==> src/sv/tdt_pkg.sv <==
`default_nettype none

package tdt_pkg;

  // Number of DFA states the tables are built for
  localparam int NUM_STATES_DEF = 16;

  // Input command codes
  localparam logic [1:0] CMD_LOAD   = 2'd0;
  localparam logic [1:0] CMD_DEFINE = 2'd1;
  localparam logic [1:0] CMD_TEXT   = 2'd2;
  localparam logic [1:0] CMD_END    = 2'd3;

  // State kinds; the fourth code behaves as intermediate
  localparam logic [1:0] KIND_INITIAL      = 2'd0;
  localparam logic [1:0] KIND_INTERMEDIATE = 2'd1;
  localparam logic [1:0] KIND_FINAL        = 2'd2;

  // Result kinds
  localparam logic RES_TOKEN = 1'b0;
  localparam logic RES_ERROR = 1'b1;

  // Edge labels of the byte classes and of the fallback edge
  localparam logic [7:0] LBL_DIGIT  = 8'h01;
  localparam logic [7:0] LBL_BLANK  = 8'h02;
  localparam logic [7:0] LBL_LETTER = 8'h07;
  localparam logic [7:0] LBL_OTHER  = 8'h0B;

  localparam logic [7:0] BYTE_NEWLINE = 8'h0A;

  localparam logic [15:0] CNT_MAX = 16'hFFFF;

  typedef struct packed {
    logic [1:0]  kind;
    logic [15:0] id;
  } state_info_t;

  // Map a text byte to the label of its class
  function automatic logic [7:0] byte_class(input logic [7:0] b);
    logic is_letter;
    logic is_digit;
    logic is_blank;
    is_letter = ((b >= 8'h61) && (b <= 8'h7A)) || ((b >= 8'h41) && (b <= 8'h5A));
    is_digit  = (b >= 8'h30) && (b <= 8'h39);
    // space, tab, line feed, carriage return
    is_blank  = (b == 8'h20) || (b == 8'h09) || (b == 8'h0A) || (b == 8'h0D);
    if (is_letter) begin
      return LBL_LETTER;
    end else if (is_digit) begin
      return LBL_DIGIT;
    end else if (is_blank) begin
      return LBL_BLANK;
    end
    return b;
  endfunction

  // Saturating 16-bit increment
  function automatic logic [15:0] inc_sat(input logic [15:0] v);
    if (v == CNT_MAX) begin
      return CNT_MAX;
    end
    return v + 16'd1;
  endfunction

endpackage

`default_nettype wire

==> src/sv/tdt_state_mem.sv <==
`default_nettype none

// Per-state kind and token id; unwritten entries read as intermediate
module tdt_state_mem
  import tdt_pkg::*;
#(
  parameter int NUM_STATES = NUM_STATES_DEF
) (
  input  wire logic                          clk,
  input  wire logic                          rst_n,
  input  wire logic                          we,
  input  wire logic [$clog2(NUM_STATES)-1:0] waddr,
  input  wire state_info_t                   wdata,
  input  wire logic [$clog2(NUM_STATES)-1:0] raddr,
  output state_info_t                        rdata
);

  state_info_t             mem [NUM_STATES];
  logic [NUM_STATES-1:0]   vld_r;
  state_info_t             rd_info_r;
  logic                    rd_vld_r;

  always_ff @(posedge clk) begin
    if (!rst_n) begin
      vld_r    <= '0;
      rd_vld_r <= 1'b0;
    end else begin
      if (we) begin
        vld_r[waddr] <= 1'b1;
      end
      rd_vld_r <= vld_r[raddr];
    end
  end

  always_ff @(posedge clk) begin
    if (we) begin
      mem[waddr] <= wdata;
    end
    rd_info_r <= mem[raddr];
  end

  always_comb begin
    rdata      = rd_info_r;
    rdata.kind = rd_vld_r ? rd_info_r.kind : KIND_INTERMEDIATE;
  end

endmodule

`default_nettype wire

==> config.mk <==
export PLATFORM = sky130hd
export DESIGN_NAME = tdt_state_mem
export DESIGN_NICKNAME = d
export VERILOG_FILES = /design/src/sv/tdt_pkg.sv /design/src/sv/tdt_state_mem.sv
export SDC_FILE = /design/constraint.sdc
export NUM_CORES = 1
export LEC_CHECK = 0
export BUFFER_PORTS_ARGS = -buffer_cell sky130_fd_sc_hd__buf_2
export CORE_ASPECT_RATIO = 1.75
export CORE_MARGIN = 2
export CORE_UTILIZATION = 35
export DETAILED_ROUTE_END_ITERATION = 16
export PLACE_DENSITY = 0.52
export REMOVE_ABC_BUFFERS = 1
export SETUP_SLACK_MARGIN = 0.4
export SYNTH_ARGS = -nofsm -noshare
export SYNTH_HDL_FRONTEND = slang
export SYNTH_SLANG_ARGS = --single-unit
==> constraint.sdc <==
create_clock -name clk -period 3 [get_ports clk]
set_clock_uncertainty 0.15 [all_clocks]
set_input_delay 0.15 -clock clk [delete_from_list [all_inputs] [get_ports clk]]
set_output_delay 0.15 -clock clk [all_outputs]
set_load 0.005 [all_outputs]
Word-level counts from Yosys, hierarchy flattened
Memories as Yosys holds them, arrays and structs flattened. A register that Yosys moved wholly into a read port is not among the register bits.
Cells that the tools add are included.
Cells by class
  multiplexer cells: 7
  reduce and logical (&&, ||, !) cells: 1
  order comparisons: 3
  bitwise gates (word level): 1
Operators by type and width (count)
  16-bit OR: 1
  4-bit by 5-bit < comparator with 1-bit output, second input constant: 2
  1-bit binary-select mux with 4-bit select: 1
  1-bit demux with 4-bit select: 1
  4-bit by 1-bit greater-or-equal comparator with 1-bit output, second input constant: 1
  1-bit 2-to-1 mux: 4
  2-bit 2-to-1 mux: 1
  1-bit logical AND: 1
Word-level totals
  memories: 1
  bits in writable memories: 288
  flip-flop bits (word level): 17
  word-level logic and storage cells: 15
Memory list
  mem: words 16, bits a word 18, read ports 1, clocked after memory_dff 1, wr ports 1, line tdt_state_mem.sv:18  | state_info_t mem [NUM_STATES];

Longest topological paths before layout
Gate-level depths: netlist of the first run.
  depth in word-level cells: 5
  mapped depth: 7
  mapped depth without buffers: 4

Least setup slack after synthesis of the first run
No wires, ideal clock.
  path type: input to register
  start: input port waddr[2]
  end: memory mem[0][0] (netlist bit) (enable)
  required time: 2.432 ns
  stages: 2
  arrival time: 1.980 ns
  setup time: 0.418 ns
  path buffers: 0
  slack: 0.451 ns
  cell sequence: or3b_2 -> nor3_1
RTL lines
  start, declared: line tdt_state_mem.sv:12  | input wire logic [$clog2(NUM_STATES)-1:0] waddr,
  end, declared: line tdt_state_mem.sv:18
Straight into the memory's write port.

==> results of run 1 <==
[area by class of cell]
| type | count | area (um2) |
|---|---|---|
| Clock buffer | 40 | 807 |
| Clock inverter | 12 | 111 |
| Fill cell | 2915 | 19700 |
| Multi-Input combinational cell | 186 | 2440 |
| Sequential cell | 323 | 9350 |
| Tap cell | 455 | 569 |
| Timing Repair Buffer | 95 | 758 |
[cells in the mapped netlist]
library cell / instances
nor3_1: 4
o22ai_1: 1
mux4_2: 74
buf_1: 4
buf_6: 1
dfxtp_1: 35
buf_4: 17
nand3b_1: 4
mux2_2: 1
a22oi_1: 36
mux2i_1: 3
edfxtp_1: 288
buf_8: 1
nand2_1: 20
clkbuf_1: 11
or3b_2: 1
and2_1: 2
nor2b_1: 2
o21a_1: 16
nand2b_1: 5
o211ai_1: 1
nor2_1: 13
nand3_1: 2
buf_2: 7
o311ai_1: 1
buf_12: 3
[per-stage QoR]
| step | total power (uW) | cells | hold slack, ns | area (um2) |
|---|---|---|---|---|
| 6_report | 9130 | 1111 | 0.0541 | 14000 |
| 5_1_grt | 9410 | 1111 | 0.0690 | 14000 |
| 4_1_cts | 9220 | 1111 | 0.0383 | 14000 |
| 3_5_place_dp | 5610 | 1037 | 0.298 | 12900 |
| 3_3_place_gp | 5590 | 1037 | 0.295 | 12900 |
| 2_1_floorplan | 5330 | 509 | 0.0989 | 11700 |
[per-layer routing]
metal	vias to the layer above	routed length, um
li1	2430	-
met1	3116	11100
met2	158	14700
met3	41	1220
met4	0	630
met5	-	0
[flip-flops by register name, indices dropped and copies added (netlist names)]
name	cells
vld_r	16
rd_info_r	2
rd_vld_r	1
mem	288
rdata	16
[critical path, cell delays in order]
cell	delay, ns
dlygate4sd3_1	0.52
buf_2	0.30
nand2_1	0.08
dlygate4sd3_1	0.56
o22ai_1	0.13
dlygate4sd3_1	0.57
[worst paths after layout]
path | startpoint | to | slack [ns] | depth (start not counted)
setup / recovery | rst_n | rd_vld_r$_SDFF_PN0_ | 1.02 | 6
hold reg to reg | vld_r[9]$_SDFFE_PN0P_ | vld_r[9]$_SDFFE_PN0P_ | 0.32 | 1
setup reg to reg | vld_r[15]$_SDFFE_PN0P_ | rd_vld_r$_SDFF_PN0_ | 1.04 | 5
hold / removal | waddr[1] | mem[4][9]$_DFFE_PP_ | 0.05 | 3
[power groups by stage]
stage	combinational (uW)	sequential (uW)	clock, uW
5_1_grt	524	5040	3840
3_3_place_gp	461	5130	0
6_report	482	5040	3610
2_1_floorplan	202	5130	0
4_1_cts	496	5040	3690
3_5_place_dp	472	5140	0
[cells by family after synthesis]
group | Yosys count
buffers and inverters | 44
AND/OR/NAND/NOR | 53
multiplexers | 78
AO/OA/AOI/OAI | 55
flip-flops | 323
==> qor.yml, run 1 <==
intPower_uw: 7260
start_util_pct: 35.6
grt.busiest_layer: "met2"
rows: 89
die-area_um2: 35900
num_io_pins: 47
drt_first_pass_iters: 5
cts_tree: "yes"
syn_to_final_growth_pct: 16.7
ant_nets: 0
vias: 5745
critPathLaunchType: "primary input"
grt_max_degree: 48
post-place-ws_ns: 0.836
drv_slew: 0
min_path_type: "in -> reg"
drcViolationCount: 0
crit_path_end_kind: "flip-flop"
crit_required_ns: 3.34
synth_cells: 553
dp_hpwl_mm: 15.6
cts.repair.resized: 0
fmax_ghz: 0.505
synth.top_cell.area_share_pct: 71.9
synthesis.area_um2: 12000
grt.overflow.total: 0
postSynthAreaPerCell_um2: 21.7
synth_top_family_by_area: "multiplexers"
core_um2: 33700
power_density_nw_per_um2: 651
cts_root_buf: "clkbuf_16"
fin_crit_ns: 1.98
cts.clk_slew.worst_paths_ns: 0.07
numCtsBuffers: 28
synth-simple-area-share_pct: 2.07
use_met2_pct: 27.7
synth_seq_cells: 323
leakagePower_uw: 0.00454
switchingPower_uw: 1870
worst_slack_ns: 1.02
synth_area_leader_cell: "edfxtp_1"
die_w_um: 144
die_h_um: 249
clock_power_share_pct: 39.5
antenna_found_initial: 0
wl_mm: 27.6
postCtsSetupRepairBufs: 0
drv_cap: 0
ys_seq_area_share_pct: 77.8
grt_pass1_wl_mm: 40.3
drive_gt1_share_pct: 31.9
met3_usage_pct: 1.71
gp_congestion: 0.747
final_common_cell: "edfxtp_1"
clock-sinks: 323
comb_power_share_pct: 5.3
synth_compound_area_share_pct: 3.43
slew_headroom_pct: 44.5
p_sw_share_pct: 20.5
synth_warnings: 0
tightest_slew_ns: 0.831
status: "finished, final reports clean"
rsz0062_at_grt: "false"
vias_per_cell: 5.17
cts_max_level: 1
ctsHoldBuffers: 22
use_met1_pct: 20.0
synth_fa_ha_area_share_pct: 0
arrival_ns: 2.32
synthXorXnorAreaFrac_pct: 0
fin_crit_sh_pct: 66.0
worstSetupPathType: "in -> reg"
final_util_pct: 41.6
drtIter0Drc: 472
cts_buffer_depth: 3
grt_pass1_vias: 6173
peakVddDrop_mv: 0.547
track_usage_pct: 15.6
setup_viol: 0
hold_violations: 0
setup_tns_ns: 0
p_seq_share_pct: 55.2
diodes: 0
clk_latency_ns: 0.55
synth.area.top_cells: "edfxtp_1 72%, mux4_2 14%, dfxtp_1 5.8%"
ys_types: 26
port_buffers: 46
worstPathMaxFanout: 18
synth_mux_area_share_pct: 14.2
layout_common_cells: "288 x edfxtp_1, 74 x mux4_2, 44 x buf_2"
post_drt_wl_per_cell_um: 24.9
nNetsFinal: 663
(Power assumes the default switching activity.)
==> run 2: changes to the inputs <==
- clock period: 3 -> 2 ns (I/O delays scaled with it)
==> run 2 against run 1 <==
Total power increased by 51%. Via count down 1.9%. Sequential cell count is the same. Sequential share of layout area is 1.1 points lower. Clock power rose by 52%. Non-clock buffer count is 14 higher. Global-route usage down 0.20 points. Cell area rose by 1.7%. Highest routed layer unchanged. Die area is the same. Sequential power up 50%. Register-to-register slack got worse by 0.49 ns.
==> qor.yml, run 2 (synthesized netlist as in run 1, its figures left out) <==
clock_power_share_pct: 39.7  # +0.2 points
vias_per_cell: 5.01  # -3.1%
num_io_pins: 47  # unchanged
start_util_pct: 35.6  # unchanged
fmax_ghz: 0.677
r2r_start: "mem[10][11]$_DFFE_PP_"
cts.repair.resized: 0  # unchanged
nNetsFinal: 677  # +2.1%
fin_cells: 1125  # +1.3%
reg2reg_to: "rdata[11]$_DFF_P_"
dp_hpwl_mm: 15.3  # -1.6%
rr_worst_depth: 3  # -2
intPower_uw: 11000  # +51%
rrSetupSlack_ns: 0.55  # -0.49 ns
power_density_nw_per_um2: 965  # +48%
die-area_um2: 35900  # unchanged
final_common_cell: "edfxtp_1"
vias: 5638  # -1.9%
hold_depth: 4  # +1
cts.clk_slew.worst_paths_ns: 0.07  # about the same
fin_crit_ns: 1.48
worstPathCellList: "and2_1 > buf_2"
peakVddDrop_mv: 0.562  # +2.7%
rsz0062_at_grt: "false"
layout_common_cells: "288 x edfxtp_1, 74 x mux4_2, 44 x buf_2"
p_seq_share_pct: 54.9  # -0.3 points
port_buffers: 46  # unchanged
cts_tree: "yes"
comb_power_share_pct: 5.4  # about the same
path_delay_family: "flip-flops"
clk_latency_ns: 0.55  # about the same
post-place-ws_ns: 0.222  # -0.614 ns
numCtsBuffers: 28  # unchanged
worstPathMaxFanout: 1  # -17
critPathLaunchType: "flip-flop"
cts_max_level: 1  # unchanged
p_sw_share_pct: 20.4  # -0.066 points
die_w_um: 144  # unchanged
drive_gt1_share_pct: 32.4  # +0.53 points
leakagePower_uw: 0.00462  # +1.9%
post_drt_wl_per_cell_um: 24.0  # -3.5%
grt.overflow.total: 0  # unchanged
crit_buf_inv: 1  # -3
postCtsSetupRepairBufs: 0  # unchanged
grt_pass1_wl_mm: 39.7  # -1.3%
drt_first_pass_iters: 4  # -1
worstSetupPathType: "reg -> out"
hold_violations: 0  # unchanged
switchingPower_uw: 2810  # +50%
track_usage_pct: 15.4  # -0.20 points
crit_required_ns: 1.75  # -1.59 ns
min_path_type: "in -> reg"
final_util_pct: 42.3  # +0.69 points
slowest_delay_ns: 0.33  # -0.24 ns
multi_input_area_um2: 2430  # -0.41%
hp-start: "raddr[0]"
cts_buffer_depth: 3  # unchanged
finalPower_uw: 13800  # +51%
largest_reg_flops: 288  # unchanged
rows: 89  # unchanged
syn_to_final_growth_pct: 18.6
cts_root_buf: "clkbuf_16"
grt_pass1_vias: 6141  # -0.52%
critPathSlowestCell: "dfxtp_1"
arrival_ns: 1.23  # -1.09 ns
regArea_um2: 9350  # unchanged
drtIter0Drc: 355  # -25%
diodes: 0  # unchanged
grt_max_degree: 41  # -15%
crit_path_end_kind: "primary output"
clock-sinks: 323  # unchanged
status: "finished, final reports clean"
regMostFlops: "mem"
fillers: 2934  # +0.65%
setup_viol: 0  # unchanged
drv_cap: 0  # unchanged
gp_congestion: 0.745  # -0.31%
dp_cells: 1045  # +0.77%
cp.depth: 2  # -4
wl_mm: 27.0  # -2.3%
fin_crit_sh_pct: 73.8
slew_headroom_pct: 74.9  # +30 points
worst_slack_ns: 0.524  # -0.496 ns
tightest_slew_ns: 0.376  # -0.455 ns
core_um2: 33700  # unchanged
ant_nets: 0  # unchanged
die_h_um: 249  # unchanged
ctsHoldBuffers: 28  # +27%
antenna_found_initial: 0  # unchanged
drv_slew: 0  # unchanged
holdPathEnd: "rd_info_r[16]$_DFF_P_"
drcViolationCount: 0  # unchanged
-- run 2: area by class of cell --
class | count | share of cell area (%)
sequential | 323 | 65.5
multi-input combinational | 186 | 17.0
clock buffer | 42 | 5.78
timing repair buffer | 109 | 6.95
tap | 455 | 3.99
clock inverter | 10 | 0.737
-- run 2: layer usage --
| layer | routed length [um] | GRT usage, % |
|---|---|---|
| met2 | 14600 | 27.7 |
| met5 | 0 | 0 |
| met3 | 774 | 1.69 |
| met1 | 10800 | 18.8 |
| met4 | 803 | 5.69 |
-- run 2: worst register-to-register path, cell delays in order, from the launching register on --
cell	delay [ns]
edfxtp_1	0.36
mux4_2	0.47
a22oi_1	0.28
nand2_1	0.08
-- run 2: worst max path at each step --
| stage | startpoint | slack [ns] | end |
|---|---|---|---|
| final | rd_info_r[17]$_DFF_P_ | 0.52 | rdata[17] |
| after global routing | mem[15][1]$_DFFE_PP_ | 0.50 | rdata[1]$_DFF_P_ |
| after CTS | rd_info_r[16]$_DFF_P_ | 0.51 | rdata[16] |
| after detailed placement | raddr[0] | 0.22 | rdata[1]$_DFF_P_ |
| after global placement | raddr[0] | 0.25 | rdata[1]$_DFF_P_ |
| after floorplan | waddr[2] | -0.50 | mem[0][0]$_DFFE_PP_ |
-- run 2: power groups by stage --
stage	registers (uW)	clock network, uW	logic, uW
5_1_grt	7560	5820	807
2_1_floorplan	7700	0	302
6_report	7550	5470	748
3_5_place_dp	7700	0	718
4_1_cts	7560	5610	765
3_3_place_gp	7700	0	702
-- run 2: stage by stage --
step           instance area, um2  setup TNS, ns  hold slack [ns]
2_1_floorplan               11700         -18.65           0.0489
5_1_grt                     14300              0           0.0287
6_report                    14300              0           0.0181
3_5_place_dp                13100              0            0.303
3_3_place_gp                13100              0            0.294
4_1_cts                     14300              0           0.0115
